### src/sv/nbsm_pkg.sv
// package: shared widths, codes, defaults and types for the bank switch mapper
package nbsm_pkg;

   // fixed field widths
   localparam int CmdW      = 2;
   localparam int AddrW     = 16;
   localparam int DataW     = 8;
   localparam int TargetW   = 2;
   localparam int RomAddrW  = 17;
   localparam int PrgMaskW  = 17;
   localparam int ChrMaskW  = 16;
   localparam int CsrDataW  = 17;
   localparam int CsrIndexW = 1;

   // parameter defaults
   localparam int PrgAddrBitsDefault = 17;
   localparam int ChrAddrBitsDefault = 16;

   // bank granularity
   localparam int PrgBankShift  = 13;
   localparam int ChrBankShift  = 11;
   localparam int PrgFixedShift = 14;

   // access kinds
   localparam logic [CmdW-1:0] CmdCpuWrite = 2'd0;
   localparam logic [CmdW-1:0] CmdCpuRead  = 2'd1;
   localparam logic [CmdW-1:0] CmdPpuRead  = 2'd2;

   // result targets
   localparam logic [TargetW-1:0] TargetNone = 2'd0;
   localparam logic [TargetW-1:0] TargetPrg  = 2'd1;
   localparam logic [TargetW-1:0] TargetChr  = 2'd2;

   // register write addresses on the cpu bus
   localparam logic [AddrW-1:0] SelectAddr   = 16'h8000;
   localparam logic [AddrW-1:0] BankDataAddr = 16'h8001;

   // cpu address regions, top three address bits
   localparam logic [2:0] RegionPrg0 = 3'b100;
   localparam logic [2:0] RegionPrg1 = 3'b101;
   // fixed window, top two address bits
   localparam logic [1:0] RegionFixed = 2'b11;

   // configuration register indexes
   localparam logic [CsrIndexW-1:0] CsrPrgSizeMask = 1'd0;
   localparam logic [CsrIndexW-1:0] CsrChrSizeMask = 1'd1;

   // bank selector codes of interest
   localparam logic [2:0] SelChrFirst = 3'd2;
   localparam logic [2:0] SelChrLast  = 3'd5;
   localparam logic [2:0] SelPrgFirst = 3'd6;

   // bank register write event from the pipeline
   typedef struct packed {
      logic             sel_we;
      logic             bank_we;
      logic [DataW-1:0] data;
   } bank_write_type;

endpackage

### src/sv/nbsm_if.sv
// interfaces: request and response channels of the bank switch mapper
interface nbsm_req_if;
   logic                          valid;
   logic                          ready;
   logic [nbsm_pkg::CmdW-1:0]     cmd;
   logic [nbsm_pkg::AddrW-1:0]    bus_addr;
   logic [nbsm_pkg::DataW-1:0]    write_data;

   modport source (output valid, output cmd, output bus_addr, output write_data,
                   input ready);
   modport sink   (input valid, input cmd, input bus_addr, input write_data,
                   output ready);
endinterface

interface nbsm_rsp_if;
   logic                           valid;
   logic                           ready;
   logic [nbsm_pkg::TargetW-1:0]   target;
   logic [nbsm_pkg::RomAddrW-1:0]  rom_address;

   modport source (output valid, output target, output rom_address, input ready);
   modport sink   (input valid, input target, input rom_address, output ready);
endinterface

### src/sv/nbsm_bank_regs.sv
// bank register file: selector, chr and prg bank bases, rom size masks
module nbsm_bank_regs #(
   parameter int PRG_ADDR_BITS = nbsm_pkg::PrgAddrBitsDefault,
   parameter int CHR_ADDR_BITS = nbsm_pkg::ChrAddrBitsDefault,
   localparam int PrgW = (PRG_ADDR_BITS < nbsm_pkg::PrgMaskW) ?
                         PRG_ADDR_BITS : nbsm_pkg::PrgMaskW,
   localparam int ChrW = (CHR_ADDR_BITS < nbsm_pkg::ChrMaskW) ?
                         CHR_ADDR_BITS : nbsm_pkg::ChrMaskW
) (
   input  logic                                clock,
   input  logic                                reset,
   input  logic                                csr_we,
   input  logic [nbsm_pkg::CsrIndexW-1:0]      csr_index,
   input  logic [nbsm_pkg::CsrDataW-1:0]       csr_data,
   input  nbsm_pkg::bank_write_type            wr,
   output logic [PrgW-1:0]                     prg_mask,
   output logic [3:0][ChrW-1:0]                chr_bases,
   output logic [1:0][PrgW-1:0]                prg_bases
);

   localparam int PrgShW = nbsm_pkg::DataW + nbsm_pkg::PrgBankShift;
   localparam int ChrShW = nbsm_pkg::DataW + nbsm_pkg::ChrBankShift;

   logic [PrgW-1:0]        prg_mask_ff, prg_mask_in;
   logic [ChrW-1:0]        chr_mask_ff, chr_mask_in;
   logic [2:0]             sel_ff, sel_in;
   logic [3:0][ChrW-1:0]   chr_base_ff, chr_base_in;
   logic [1:0][PrgW-1:0]   prg_base_ff, prg_base_in;

   logic [PrgShW-1:0]      prg_shifted;
   logic [ChrShW-1:0]      chr_shifted;
   logic [PrgW-1:0]        prg_keep, prg_value;
   logic [ChrW-1:0]        chr_keep, chr_value;
   logic [2:0]             chr_slot;

   // shifted and masked bank values
   always_comb begin
      prg_shifted = {wr.data, {nbsm_pkg::PrgBankShift{1'b0}}};
      chr_shifted = {wr.data, {nbsm_pkg::ChrBankShift{1'b0}}};
      prg_keep    = {prg_mask_ff[PrgW-1:nbsm_pkg::PrgBankShift],
                     {nbsm_pkg::PrgBankShift{1'b0}}};
      chr_keep    = {chr_mask_ff[ChrW-1:nbsm_pkg::ChrBankShift],
                     {nbsm_pkg::ChrBankShift{1'b0}}};
      prg_value   = prg_shifted[PrgW-1:0] & prg_keep;
      chr_value   = chr_shifted[ChrW-1:0] & chr_keep;
      chr_slot    = sel_ff - nbsm_pkg::SelChrFirst;
   end

   // next state of selector and banks
   always_comb begin
      sel_in      = sel_ff;
      chr_base_in = chr_base_ff;
      prg_base_in = prg_base_ff;
      if (wr.sel_we) begin
         sel_in = wr.data[2:0];
      end
      if (wr.bank_we) begin
         if (sel_ff >= nbsm_pkg::SelChrFirst && sel_ff <= nbsm_pkg::SelChrLast) begin
            chr_base_in[chr_slot[1:0]] = chr_value;
         end else if (sel_ff >= nbsm_pkg::SelPrgFirst) begin
            prg_base_in[sel_ff[0]] = prg_value;
         end
      end
   end

   // size mask writes
   always_comb begin
      prg_mask_in = prg_mask_ff;
      chr_mask_in = chr_mask_ff;
      if (csr_we) begin
         case (csr_index)
            nbsm_pkg::CsrPrgSizeMask: prg_mask_in = csr_data[PrgW-1:0];
            nbsm_pkg::CsrChrSizeMask: chr_mask_in = csr_data[ChrW-1:0];
            default: ;
         endcase
      end
   end

   always_ff @(posedge clock) begin
      if (reset) begin
         prg_mask_ff <= '1;
         chr_mask_ff <= '1;
         sel_ff      <= '0;
         chr_base_ff <= '0;
         prg_base_ff <= '0;
      end else begin
         prg_mask_ff <= prg_mask_in;
         chr_mask_ff <= chr_mask_in;
         sel_ff      <= sel_in;
         chr_base_ff <= chr_base_in;
         prg_base_ff <= prg_base_in;
      end
   end

   assign prg_mask  = prg_mask_ff;
   assign chr_bases = chr_base_ff;
   assign prg_bases = prg_base_ff;

endmodule

### src/sv/nbsm_translate.sv
// address translation: bus access to target memory and rom offset
module nbsm_translate #(
   parameter int PRG_ADDR_BITS = nbsm_pkg::PrgAddrBitsDefault,
   parameter int CHR_ADDR_BITS = nbsm_pkg::ChrAddrBitsDefault,
   localparam int PrgW = (PRG_ADDR_BITS < nbsm_pkg::PrgMaskW) ?
                         PRG_ADDR_BITS : nbsm_pkg::PrgMaskW,
   localparam int ChrW = (CHR_ADDR_BITS < nbsm_pkg::ChrMaskW) ?
                         CHR_ADDR_BITS : nbsm_pkg::ChrMaskW
) (
   input  logic [nbsm_pkg::CmdW-1:0]       cmd,
   input  logic [nbsm_pkg::AddrW-1:0]      bus_addr,
   input  logic [PrgW-1:0]                 prg_mask,
   input  logic [3:0][ChrW-1:0]            chr_bases,
   input  logic [1:0][PrgW-1:0]            prg_bases,
   output logic [nbsm_pkg::TargetW-1:0]    target,
   output logic [nbsm_pkg::RomAddrW-1:0]   rom_address
);

   logic [2:0]      region;
   logic [PrgW-1:0] prg_win0, prg_win1, prg_fixed;
   logic [ChrW-1:0] chr_off;

   // candidate offsets for each window
   always_comb begin
      region    = bus_addr[15:13];
      prg_win0  = prg_bases[0] | PrgW'(bus_addr[nbsm_pkg::PrgBankShift-1:0]);
      prg_win1  = prg_bases[1] | PrgW'(bus_addr[nbsm_pkg::PrgBankShift-1:0]);
      prg_fixed = {prg_mask[PrgW-1:nbsm_pkg::PrgFixedShift],
                   bus_addr[nbsm_pkg::PrgFixedShift-1:0]};
      chr_off   = chr_bases[bus_addr[12:11]] |
                  ChrW'(bus_addr[nbsm_pkg::ChrBankShift-1:0]);
   end

   // pick target and offset by access kind and region
   always_comb begin
      target      = nbsm_pkg::TargetNone;
      rom_address = '0;
      case (cmd)
         nbsm_pkg::CmdCpuRead: begin
            if (region == nbsm_pkg::RegionPrg0) begin
               target      = nbsm_pkg::TargetPrg;
               rom_address = nbsm_pkg::RomAddrW'(prg_win0);
            end else if (region == nbsm_pkg::RegionPrg1) begin
               target      = nbsm_pkg::TargetPrg;
               rom_address = nbsm_pkg::RomAddrW'(prg_win1);
            end else if (region[2:1] == nbsm_pkg::RegionFixed) begin
               target      = nbsm_pkg::TargetPrg;
               rom_address = nbsm_pkg::RomAddrW'(prg_fixed);
            end
         end
         nbsm_pkg::CmdPpuRead: begin
            // pattern tables only, below 0x2000 of the 14-bit ppu space
            if (!bus_addr[13]) begin
               target      = nbsm_pkg::TargetChr;
               rom_address = nbsm_pkg::RomAddrW'(chr_off);
            end
         end
         default: ;
      endcase
   end

endmodule

### src/sv/nes_bank_switch_mapper.sv
// top level: two-stage bank switch mapper with config port and bank registers
//
//  channel  | dir | handshake     | payload
//  req_ch   | in  | valid/ready   | cmd, bus_addr, write_data
//  rsp_ch   | out | valid/ready   | target, rom_address
//  csr_*    | in  | csr_we only   | csr_index, csr_data
//
//  one item per cycle sustained while the output accepts; a result passes
//  through the input register, then the result register behind the translation logic
//  bank register writes take effect when the item leaves the input register
//  synchronous active-high reset clears the pipeline, selector and banks and
//  sets both size masks to all ones
//  a stalled result register holds its item; the input register keeps
//  accepting as long as the item ahead of it can move

module nes_bank_switch_mapper #(
   parameter int PRG_ADDR_BITS = nbsm_pkg::PrgAddrBitsDefault,
   parameter int CHR_ADDR_BITS = nbsm_pkg::ChrAddrBitsDefault
) (
   input  logic                            clock,
   input  logic                            reset,
   nbsm_req_if.sink                        req_ch,
   nbsm_rsp_if.source                      rsp_ch,
   input  logic                            csr_we,
   input  logic [nbsm_pkg::CsrIndexW-1:0]  csr_index,
   input  logic [nbsm_pkg::CsrDataW-1:0]   csr_data
);

   localparam int PrgW = (PRG_ADDR_BITS < nbsm_pkg::PrgMaskW) ?
                         PRG_ADDR_BITS : nbsm_pkg::PrgMaskW;
   localparam int ChrW = (CHR_ADDR_BITS < nbsm_pkg::ChrMaskW) ?
                         CHR_ADDR_BITS : nbsm_pkg::ChrMaskW;

   // input stage
   logic                              v1_ff, v1_in;
   logic [nbsm_pkg::CmdW-1:0]         cmd1_ff;
   logic [nbsm_pkg::AddrW-1:0]        addr1_ff;
   logic [nbsm_pkg::DataW-1:0]        data1_ff;

   // result stage
   logic                              v2_ff, v2_in;
   logic [nbsm_pkg::TargetW-1:0]      target2_ff, target2_in;
   logic [nbsm_pkg::RomAddrW-1:0]     rom2_ff, rom2_in;

   logic                              req_fire, s1_fire, s2_ready;
   nbsm_pkg::bank_write_type          wr;
   logic [PrgW-1:0]                   prg_mask;
   logic [3:0][ChrW-1:0]              chr_bases;
   logic [1:0][PrgW-1:0]              prg_bases;

   // handshake and stage advance
   always_comb begin
      s2_ready = !v2_ff || rsp_ch.ready;
      s1_fire  = v1_ff && s2_ready;
      req_fire = req_ch.valid && req_ch.ready;
      v1_in    = req_fire || (v1_ff && !s1_fire);
      v2_in    = s1_fire || (v2_ff && !rsp_ch.ready);
   end

   assign req_ch.ready = !v1_ff || s2_ready;

   // bank register writes from the item leaving the input stage
   always_comb begin
      wr.sel_we  = s1_fire && cmd1_ff == nbsm_pkg::CmdCpuWrite &&
                   addr1_ff == nbsm_pkg::SelectAddr;
      wr.bank_we = s1_fire && cmd1_ff == nbsm_pkg::CmdCpuWrite &&
                   addr1_ff == nbsm_pkg::BankDataAddr;
      wr.data    = data1_ff;
   end

   nbsm_bank_regs #(
      .PRG_ADDR_BITS (PRG_ADDR_BITS),
      .CHR_ADDR_BITS (CHR_ADDR_BITS)
   ) u_regs (
      .clock     (clock),
      .reset     (reset),
      .csr_we    (csr_we),
      .csr_index (csr_index),
      .csr_data  (csr_data),
      .wr        (wr),
      .prg_mask  (prg_mask),
      .chr_bases (chr_bases),
      .prg_bases (prg_bases)
   );

   nbsm_translate #(
      .PRG_ADDR_BITS (PRG_ADDR_BITS),
      .CHR_ADDR_BITS (CHR_ADDR_BITS)
   ) u_xlate (
      .cmd         (cmd1_ff),
      .bus_addr    (addr1_ff),
      .prg_mask    (prg_mask),
      .chr_bases   (chr_bases),
      .prg_bases   (prg_bases),
      .target      (target2_in),
      .rom_address (rom2_in)
   );

   // control registers
   always_ff @(posedge clock) begin
      if (reset) begin
         v1_ff <= 1'b0;
         v2_ff <= 1'b0;
      end else begin
         v1_ff <= v1_in;
         v2_ff <= v2_in;
      end
   end

   // payload registers
   always_ff @(posedge clock) begin
      if (req_fire) begin
         cmd1_ff  <= req_ch.cmd;
         addr1_ff <= req_ch.bus_addr;
         data1_ff <= req_ch.write_data;
      end
      if (s1_fire) begin
         target2_ff <= target2_in;
         rom2_ff    <= rom2_in;
      end
   end

   assign rsp_ch.valid       = v2_ff;
   assign rsp_ch.target      = target2_ff;
   assign rsp_ch.rom_address = rom2_ff;

`ifndef SYNTHESIS
   // unmapped results carry a zero offset
   a_none_zero: assert property (@(posedge clock) disable iff (reset)
      (v2_ff && target2_ff == nbsm_pkg::TargetNone) |-> rom2_ff == '0)
      else $error("unmapped result with nonzero rom address");

   // input side only stalls when both stages are full and the output is blocked
   a_stall_full: assert property (@(posedge clock) disable iff (reset)
      !req_ch.ready |-> (v1_ff && v2_ff && !rsp_ch.ready))
      else $error("input stalled with room in the pipeline");

   // a bank register write never produces a mapped result
   a_write_none: assert property (@(posedge clock) disable iff (reset)
      (s1_fire && cmd1_ff == nbsm_pkg::CmdCpuWrite) |=>
      target2_ff == nbsm_pkg::TargetNone)
      else $error("cpu write produced a mapped result");

   // pipeline is empty right after reset
   a_reset_empty: assert property (@(posedge clock)
      $past(reset) |-> (!v1_ff && !v2_ff))
      else $error("pipeline not empty after reset");
`endif

endmodule
### src/flat_wrapper.sv
// flat-port wrapper written by rule: the top's interface ports become plain ports
module nes_bank_switch_mapper_flat 
#(
   parameter int PRG_ADDR_BITS = nbsm_pkg::PrgAddrBitsDefault,
   parameter int CHR_ADDR_BITS = nbsm_pkg::ChrAddrBitsDefault
)
  (clock, reset, csr_we, csr_index, csr_data, req_ch_valid, req_ch_cmd, req_ch_bus_addr, req_ch_write_data, req_ch_ready, rsp_ch_valid, rsp_ch_target, rsp_ch_rom_address, rsp_ch_ready);
  nbsm_req_if req_ch_i ();
  nbsm_rsp_if rsp_ch_i ();
  input  logic clock;
  input  logic reset;
  input  logic csr_we;
  input  logic [nbsm_pkg::CsrIndexW-1:0] csr_index;
  input  logic [nbsm_pkg::CsrDataW-1:0] csr_data;
  input wire logic [$bits(req_ch_i.valid)-1:0] req_ch_valid;
  input wire logic [$bits(req_ch_i.cmd)-1:0] req_ch_cmd;
  input wire logic [$bits(req_ch_i.bus_addr)-1:0] req_ch_bus_addr;
  input wire logic [$bits(req_ch_i.write_data)-1:0] req_ch_write_data;
  output wire logic [$bits(req_ch_i.ready)-1:0] req_ch_ready;
  output wire logic [$bits(rsp_ch_i.valid)-1:0] rsp_ch_valid;
  output wire logic [$bits(rsp_ch_i.target)-1:0] rsp_ch_target;
  output wire logic [$bits(rsp_ch_i.rom_address)-1:0] rsp_ch_rom_address;
  input wire logic [$bits(rsp_ch_i.ready)-1:0] rsp_ch_ready;
  assign req_ch_i.valid = req_ch_valid;
  assign req_ch_i.cmd = req_ch_cmd;
  assign req_ch_i.bus_addr = req_ch_bus_addr;
  assign req_ch_i.write_data = req_ch_write_data;
  assign req_ch_ready = req_ch_i.ready;
  assign rsp_ch_valid = rsp_ch_i.valid;
  assign rsp_ch_target = rsp_ch_i.target;
  assign rsp_ch_rom_address = rsp_ch_i.rom_address;
  assign rsp_ch_i.ready = rsp_ch_ready;
  nes_bank_switch_mapper #(.PRG_ADDR_BITS(PRG_ADDR_BITS), .CHR_ADDR_BITS(CHR_ADDR_BITS)) u_core (.clock(clock), .reset(reset), .req_ch(req_ch_i), .rsp_ch(rsp_ch_i), .csr_we(csr_we), .csr_index(csr_index), .csr_data(csr_data));
endmodule
### config.mk
export PLATFORM = sky130hd
export DESIGN_NAME = nes_bank_switch_mapper_flat
export DESIGN_NICKNAME = d
export VERILOG_FILES = /design/src/sv/nbsm_pkg.sv /design/src/sv/nbsm_if.sv /design/src/sv/nbsm_bank_regs.sv /design/src/sv/nbsm_translate.sv /design/src/sv/nes_bank_switch_mapper.sv /design/src/flat_wrapper.sv
export SDC_FILE = /design/constraint.sdc
export NUM_CORES = 1
export LEC_CHECK = 0
export ABC_AREA = 1
export BUFFER_PORTS_ARGS = -buffer_cell sky130_fd_sc_hd__buf_2
export CORE_ASPECT_RATIO = 0.9
export CORE_UTILIZATION = 60
export CTS_BUF_LIST = sky130_fd_sc_hd__clkbuf_8 sky130_fd_sc_hd__clkbuf_16
export DETAILED_ROUTE_END_ITERATION = 7
export GPL_TIMING_DRIVEN = 0
export PLACE_DENSITY = 0.85
export SLEW_MARGIN = 10
export SYNTH_ARGS = -nofsm -noshare
export SYNTH_HDL_FRONTEND = slang
export SYNTH_SLANG_ARGS = --single-unit
### constraint.sdc
create_clock -name clock -period 5.23 [get_ports clock]
set_input_delay 0.2615 -clock clock [delete_from_list [all_inputs] [get_ports clock]]
set_output_delay 0.2615 -clock clock [all_outputs]
set_load 0.02 [all_outputs]
==> key figures, run 1 <==
CTS
  • CTS max path bufs: 2
  • Hold Buf Count CTS: 0
  • Clock Latency Late Sink: 0.35 ns
  • PostCTS Resize Cnt: 0
  • CTS clk-pin slew, worst paths: 0.08 ns
  • CTS H-tree lvls: 3
  • Post-CTS setup buffers: 0
  • CTS sink count: 84
  • Clock buffer count from CTS: 9
  • CTS tree: yes
  • CTS root buf: clkbuf_8

Critical path
  • Reg2Reg Depth: 8
  • Reg2reg setup slack: 2.99 ns
  • Setup crit start kind: flop
  • Reg-to-Reg Start: u_core.v1_ff
  • Worst R2R End: u_core.u_regs.chr_bases[46]
  • Crit path DAT: 2.53 ns
  • Crit. Startpoint: u_core.v1_ff
  • Setup CP Type: flop to flop
  • WP data required: 5.53 ns
  • Setup crit end kind: flop
  • Largest fanout on the critical path: 21
  • Critical Path End: u_core.u_regs.chr_bases[46]

Placed design
  • GPL Wtd Cong: 0.921
  • Port Buf Inserts: 55
  • Detailed placement HPWL: 6050 um
  • Worst slack at placement: 2.95 ns
  • Area after DPL: 4230 sq um

Pwr
  • Peak supply drop: 208 uV
  • Internal: 1.01 mW
  • Design Power: 1.31 mW
  • Logic pwr share: 8.1%
  • Share of power burned in the clock network: 36.5%
  • P_sw: 0.302 mW
  • Sw Ratio: 23.0%
  • Sequential Power Share: 55.4%
  • Leakage: 2.18 nW
  • Power Density: 296 nW/um^2

Timing
  • Fmax: 447 MHz
  • Worst slew margin: 20.3%
  • Fin worst setup slack: 2.99 ns
  • Final setup skew: 0.00700 ns
  • Final Critical Period: 2.24 ns
  • Worst-Margin Slew: 1.20 ns
  • RSZ-0062 raised after global routing: no
  • Period utilization: 42.8%
  • Setup violators final: 0
  • Final hold vios: 0
  • TNS Setup: 0 ns
  • Count of final max-slew check failures: 0

Layout
  • Ant diodes: 0
  • Share of cells above drive strength 1: 18.4%
  • Fillers: 496
  • Design Area, Final: 4430 sq um
  • Nets: 576
  • Area Growth Syn to Fin: 15.3%

Global route
  • Vias in the first global route: 2913
  • Total Routing Usage GR: 26.4%
  • Global route overflow: 0
  • Largest net degree at the start of global routing: 24
  • Initial antenna violation count: 0
  • Global-route wire length before repair: 13200 um

Yosys
  • Syn_nets: 510
  • Top cells by area, synth: edfxtp_1 (33%), dfxtp_1 (22%), nand2_1 (12%)
  • Compound-cell area share of the yosys netlist: 5.99%
  • Syn Area/Cell: 8.41 sq um
  • Post-synth EDFFs: 42
  • Post-synthesis cell type with the largest combined area: edfxtp_1
  • Post-Synth XOR/XNOR Area: 0%
  • Ys flop type: edfxtp_1
  • Adder-cell area share of the yosys netlist: 1.30%
  • Synth Cell Area: 3840 sq um
  • Ys Warns: 0
  • Largest family of logic cells by synthesized area: simple AND/OR/NAND/NOR gates
  • Synth async-reset ratio: 0%
  • Distinct cells, synth: 30
  • Most common cell in the synthesized netlist: nand2_1
  • Post-synth top area share: 32.8%
  • Cells after Synth: 457
  • Mux cell area share after synthesis: 0%
  • #FFs+latches synth: 84
  • Synth cell count leaders: nand2_1 (121), nor2_1 (75), inv_1 (71)
  • Post-synthesis sequential area ratio: 54.7%
  • Post-synthesis simple-gate area fraction: 28.7%

Die
  • FP Rows: 27
  • Die W: 86.4 um
  • Initial Util: 62.5%
  • I/O Pins: 70
  • Core outline area: 6150 sq um
  • Chip Height: 77.9 um
  • Die area: 6730 sq um

Drt
  • Via count: 3151
  • Drt total wl: 8280 um
  • # DRC: 0
  • First-iteration detailed-routing DRC count: 154
  • Vias per cell: 5.13
  • Routed wire per std cell: 13.5 um
  • Final ANT Viol Nets: 0
  • Number of detailed-route iterations in the first pass: 4

Job
  • Max cap viols: 0

Hold path
  • Min-Delay Path Class: primary input to flop

Status
  • Status: completed
[layout make-up]
cell class	count	area (sq um)	share of cell area (%)
clock inverter	6	81.3	1.83
sequential	84	2100	47.4
tap	87	109	2.46
clock buffer	9	124	2.79
multi-input combinational	285	1380	31.2
buffer	13	77.6	1.75
inverter	75	282	6.35
timing repair buffer	55	275	6.21
[flip-flops by register name, indices dropped and copies added, names as in the netlist]
name,flops
u_core.u_regs.prg_mask,4
u_core.v1_ff,1
u_core.u_regs.sel_ff,3
u_core.rsp_ch.target,2
u_core.rsp_ch.rom_address,17
u_core.u_regs.prg_bases,8
u_core.cmd1_ff,2
u_core.rsp_ch.valid,1
u_core.u_regs.chr_bases,20
u_core.addr1_ff,16
u_core.data1_ff,5
u_core.u_regs.chr_mask_ff,5
[metal layers]
layer  share of wire [%]  wire, um  vias to the layer above  GRT usage (%)
li1                    -         -                     1574              -
met1                  43      3580                     1439           32.9
met2                  49      4030                      117           43.2
met3                 5.5       452                       21           6.70
met4                 2.5       206                        0           12.2
met5                   0         0                        -              0
[cells by family (layout without fill, tap and decap cells)]
group	count (synthesis)	count (layout)
and+or+nand+nor	241	241
buffers and inverters	88	158
DFF	84	84
AOI/OAI and AO/OA	40	40
adders and majority gates	4	4
[power by group through the flow]
stage / logic (mW) / clock network [mW] / registers (mW)
6_report: 0.107 / 0.479 / 0.728
4_1_cts: 0.106 / 0.485 / 0.727
3_3_place_gp: 0.102 / 0 / 0.741
5_1_grt: 0.117 / 0.508 / 0.730
2_1_floorplan: 0.0580 / 0 / 0.747
3_5_place_dp: 0.105 / 0 / 0.742
[how the worst min path moves through the flow]
stage / slack (ns) / cells after the start / start / to
floorplan: 0.33 / 1 / reset / u_core.rsp_ch.valid
global placement: 0.44 / 1 / req_ch_write_data[2] / u_core.data1_ff[2]
detailed placement: 0.44 / 1 / req_ch_write_data[3] / u_core.data1_ff[3]
CTS: 0.06 / 1 / req_ch_bus_addr[15] / u_core.addr1_ff[15]
global route: 0.06 / 1 / req_ch_bus_addr[15] / u_core.addr1_ff[15]
finish: 0.08 / 1 / req_ch_bus_addr[0] / u_core.addr1_ff[0]
[stage by stage]
step	instances	hold slack [ns]	util, %
2_1_floorplan	457	0.331	-
3_3_place_gp	599	0.438	68.8
3_5_place_dp	599	0.440	68.8
4_1_cts	614	0.0649	72.1
5_1_grt	614	0.0602	72.1
6_report	614	0.0768	72.1
[critical path, cell delays in order, from the launching register on]
cell and delay (ns):
dfxtp_1 0.36, inv_1 0.08, a21oi_2 0.85, nand2_2 0.20, nor2_8 0.23, nand4_4 0.19
nand2_1 0.11, nand2_1 0.06, nor2_1 0.09
[placed cells by master, fill, tap and decap left out, drive strengths merged]
master / synthesis / final
a21oi: 15 / 15
o221ai: 2 / 2
nand4: 17 / 17
dfxtp: 42 / 42
a21o: 1 / 1
nor2: 81 / 81
edfxtp: 42 / 42
clkbuf: 4 / 13
buf: 9 / 64
clkinvlp: 0 / 1
ha: 4 / 4
a31oi: 1 / 1
o21ai: 15 / 15
nor3: 5 / 5
inv: 75 / 76
a21boi: 1 / 1
bufinv: 0 / 2
nand2: 122 / 122
nand3: 16 / 16
o211ai: 5 / 5
clkinv: 0 / 2
(Power assumes the default switching activity.)
==> inputs of run 2 (changes only) <==
- CORE_UTILIZATION: 60 -> 50
- PLACE_DENSITY: 0.85 -> 0.76
- clock period: 5.23 -> 1.9 ns (I/O delays scaled with it)
==> key figures, run 2 (synthesis results as in run 1) <==
Timing
  • Count of final max-slew check failures: 0 (unchanged)
  • Period utilization: 92.4% (+50 points)
  • Final Critical Period: 1.76 ns (-0.481 ns)
  • Fmax: 569 MHz (+27%)
  • TNS Setup: 0 ns (unchanged)
  • Final setup skew: 0.00813 ns (+0.00113 ns)
  • Hold slack: 0.119 ns (+0.0421 ns)
  • Worst slew margin: 55.2% (+35 points)
  • Final hold vios: 0 (unchanged)
  • RSZ-0062 raised after global routing: no
  • Worst-Margin Slew: 0.672 ns (-0.524 ns)
  • Setup violators final: 0 (unchanged)

Layout
  • Ant diodes: 0 (unchanged)
  • Max reg flops: 20 (unchanged)
  • Area occupied by multi-input gates: 1400 sq um (+1.2%)
  • Area Growth Syn to Fin: 24.2%
  • Share of cells above drive strength 1: 18.7% (+0.24 points)
  • Core Util, Final: 65.8% (-6.3 points)
  • Most frequent cells in the layout: nand2_1 (121), nor2_1 (75), inv_1 (71)
  • Commonest non-fill, non-tap cell in the layout: nand2_1
  • Nets: 611 (+6.1%)
  • Fillers: 616 (+24%)
  • Seq. cell area: 2100 sq um (about the same)
  • Cell Count, Final, Fillers Out: 656 (+6.8%)

Critical path
  • Crit-path cells: inv_1 -> ha_1 -> buf_2 -> nand3_1 -> inv_2 -> o211ai_1 -> a21oi_1
  • CP max stage delay: 0.36 ns (-0.49 ns)
  • Setup CP Type: flop to flop
  • Largest fanout on the critical path: 10 (-52%)
  • Setup crit start kind: flop
  • Crit path DAT: 1.97 ns (-0.56 ns)
  • Setup crit end kind: flop
  • Crit-path leading delay family: buffers and inverters
  • WP data required: 2.12 ns (-3.41 ns)
  • Reg-to-Reg Start: u_core.cmd1_ff[1]
  • CP max-delay cell: edfxtp_1
  • Worst Path Buf+Inv: 3 (+2)
  • Crit. Startpoint: u_core.cmd1_ff[1]

Placed design
  • Detailed placement HPWL: 6190 um (+2.3%)
  • Placed cell count: 605 (+1.0%)
  • GPL Wtd Cong: 0.881 (-4.4%)
  • Port Buf Inserts: 55 (unchanged)

Hold path
  • HP Start: csr_index
  • Min-Delay Path Class: primary input to flop

Status
  • Status: completed

CTS
  • CTS root buf: clkbuf_8
  • Clock buffer count from CTS: 9 (unchanged)
  • CTS sink count: 84 (unchanged)
  • Clock Latency Late Sink: 0.36 ns (about the same)
  • CTS tree: yes
  • CTS H-tree lvls: 3 (unchanged)
  • CTS clk-pin slew, worst paths: 0.08 ns (about the same)
  • CTS max path bufs: 2 (unchanged)

Pwr
  • Peak supply drop: 590 uV (+180%)
  • Power Density: 745 nW/um^2 (+150%)
  • Leakage: 2.32 nW (+6.6%)

Global route
  • Total Routing Usage GR: 24.2% (-2.2 points)
  • Vias in the first global route: 3119 (+7.1%)
  • Largest net degree at the start of global routing: 24 (unchanged)
  • Global-route wire length before repair: 14400 um (+9.0%)
  • Global route overflow: 0 (unchanged)
  • Initial antenna violation count: 0 (unchanged)

Job
  • Max cap viols: 0 (unchanged)

Drt
  • Via count: 3287 (+4.3%)
  • Final ANT Viol Nets: 0 (unchanged)
  • Vias per cell: 5.01 (-2.4%)
  • First-iteration detailed-routing DRC count: 267 (+73%)
  • Routed wire per std cell: 14.0 um (+3.5%)
  • Number of detailed-route iterations in the first pass: 6 (+2)
  • Drt total wl: 9150 um (+11%)
  • # DRC: 0 (unchanged)

Die
  • I/O Pins: 70 (unchanged)
  • Chip Height: 85.2 um (+9.3%)
  • Die W: 94.4 um (+9.3%)
  • FP Rows: 29 (+7.4%)
  • Initial Util: 53.0% (-9.5 points)
  • Die area: 8040 sq um (+19%)
  • Core outline area: 7260 sq um (+18%)
## run 2: changes by cell type in the layout (fill, tap and decap cells not counted), sizes merged
cell	previous run	this run
a21oi	15	16
buf	64	67
bufinv	2	0
clkbuf	13	16
dlygate4sd3	0	31
## run 2: stage by stage
stage / power (mW) / area, sq um / worst slack (ns)
2_1_floorplan: 2.22 / 3840 / 0.0408
3_3_place_gp: 2.32 / 4240 / -0.211
3_5_place_dp: 2.33 / 4240 / -0.364
4_1_cts: 3.54 / 4740 / 0.0933
5_1_grt: 3.66 / 4770 / 0.0539
6_report: 3.55 / 4770 / 0.144
## run 2: final cells by class
| class | instances | share of cell area, % |
|---|---|---|
| Tap cell | 93 | 2.44 |
| Timing Repair Buffer | 89 | 12.7 |
| Buffer | 13 | 1.65 |
| Clock inverter | 4 | 0.367 |
| Clock buffer | 12 | 3.46 |
| Sequential cell | 84 | 44.1 |
| Inverter | 75 | 5.98 |
| Multi-Input combinational cell | 286 | 29.3 |
## run 2: worst paths after layout
| path | to | slack [ns] | depth (start not counted) |
|---|---|---|---|
| worst max-delay path | u_core.rsp_ch.rom_address[11] | 0.14 | 7 |
| worst min-delay path | u_core.u_regs.prg_mask[13] | 0.12 | 4 |
| worst max register to register | u_core.rsp_ch.rom_address[11] | 0.14 | 7 |
| worst min register to register | u_core.u_regs.chr_mask_ff[14] | 0.48 | 2 |
## run 2: worst min-delay path: cells and delay by family
kind                   cells  cell delay, ns
buffers and inverters      1            0.09
and+or+nand+nor            3            0.25
## run 2: routing by layer
metal  vias up  GRT usage [%]  share of wire, %
li1       1655              -                 -
met1      1488           30.3                42
met2       120           40.2                49
met3        24           5.38               6.5
met4         0           10.3               2.5
met5         -              0                 0
## run 2: power breakdown
part	internal, mW	switching, mW	leakage, nW
Combinational	0.142	0.215	1.46
Clock	0.569	0.626	0.105
Sequential	1.97	0.0355	0.755
Total	2.68	0.876	2.32
## run 2: timing repair
item,in CTS,in global routing
hold endpoints to repair,34,0
setup buffers,0,3
endpoints found under the setup margin,23,29
hold buffers,31,0
gates cloned,1,0
gates resized for setup,1,5
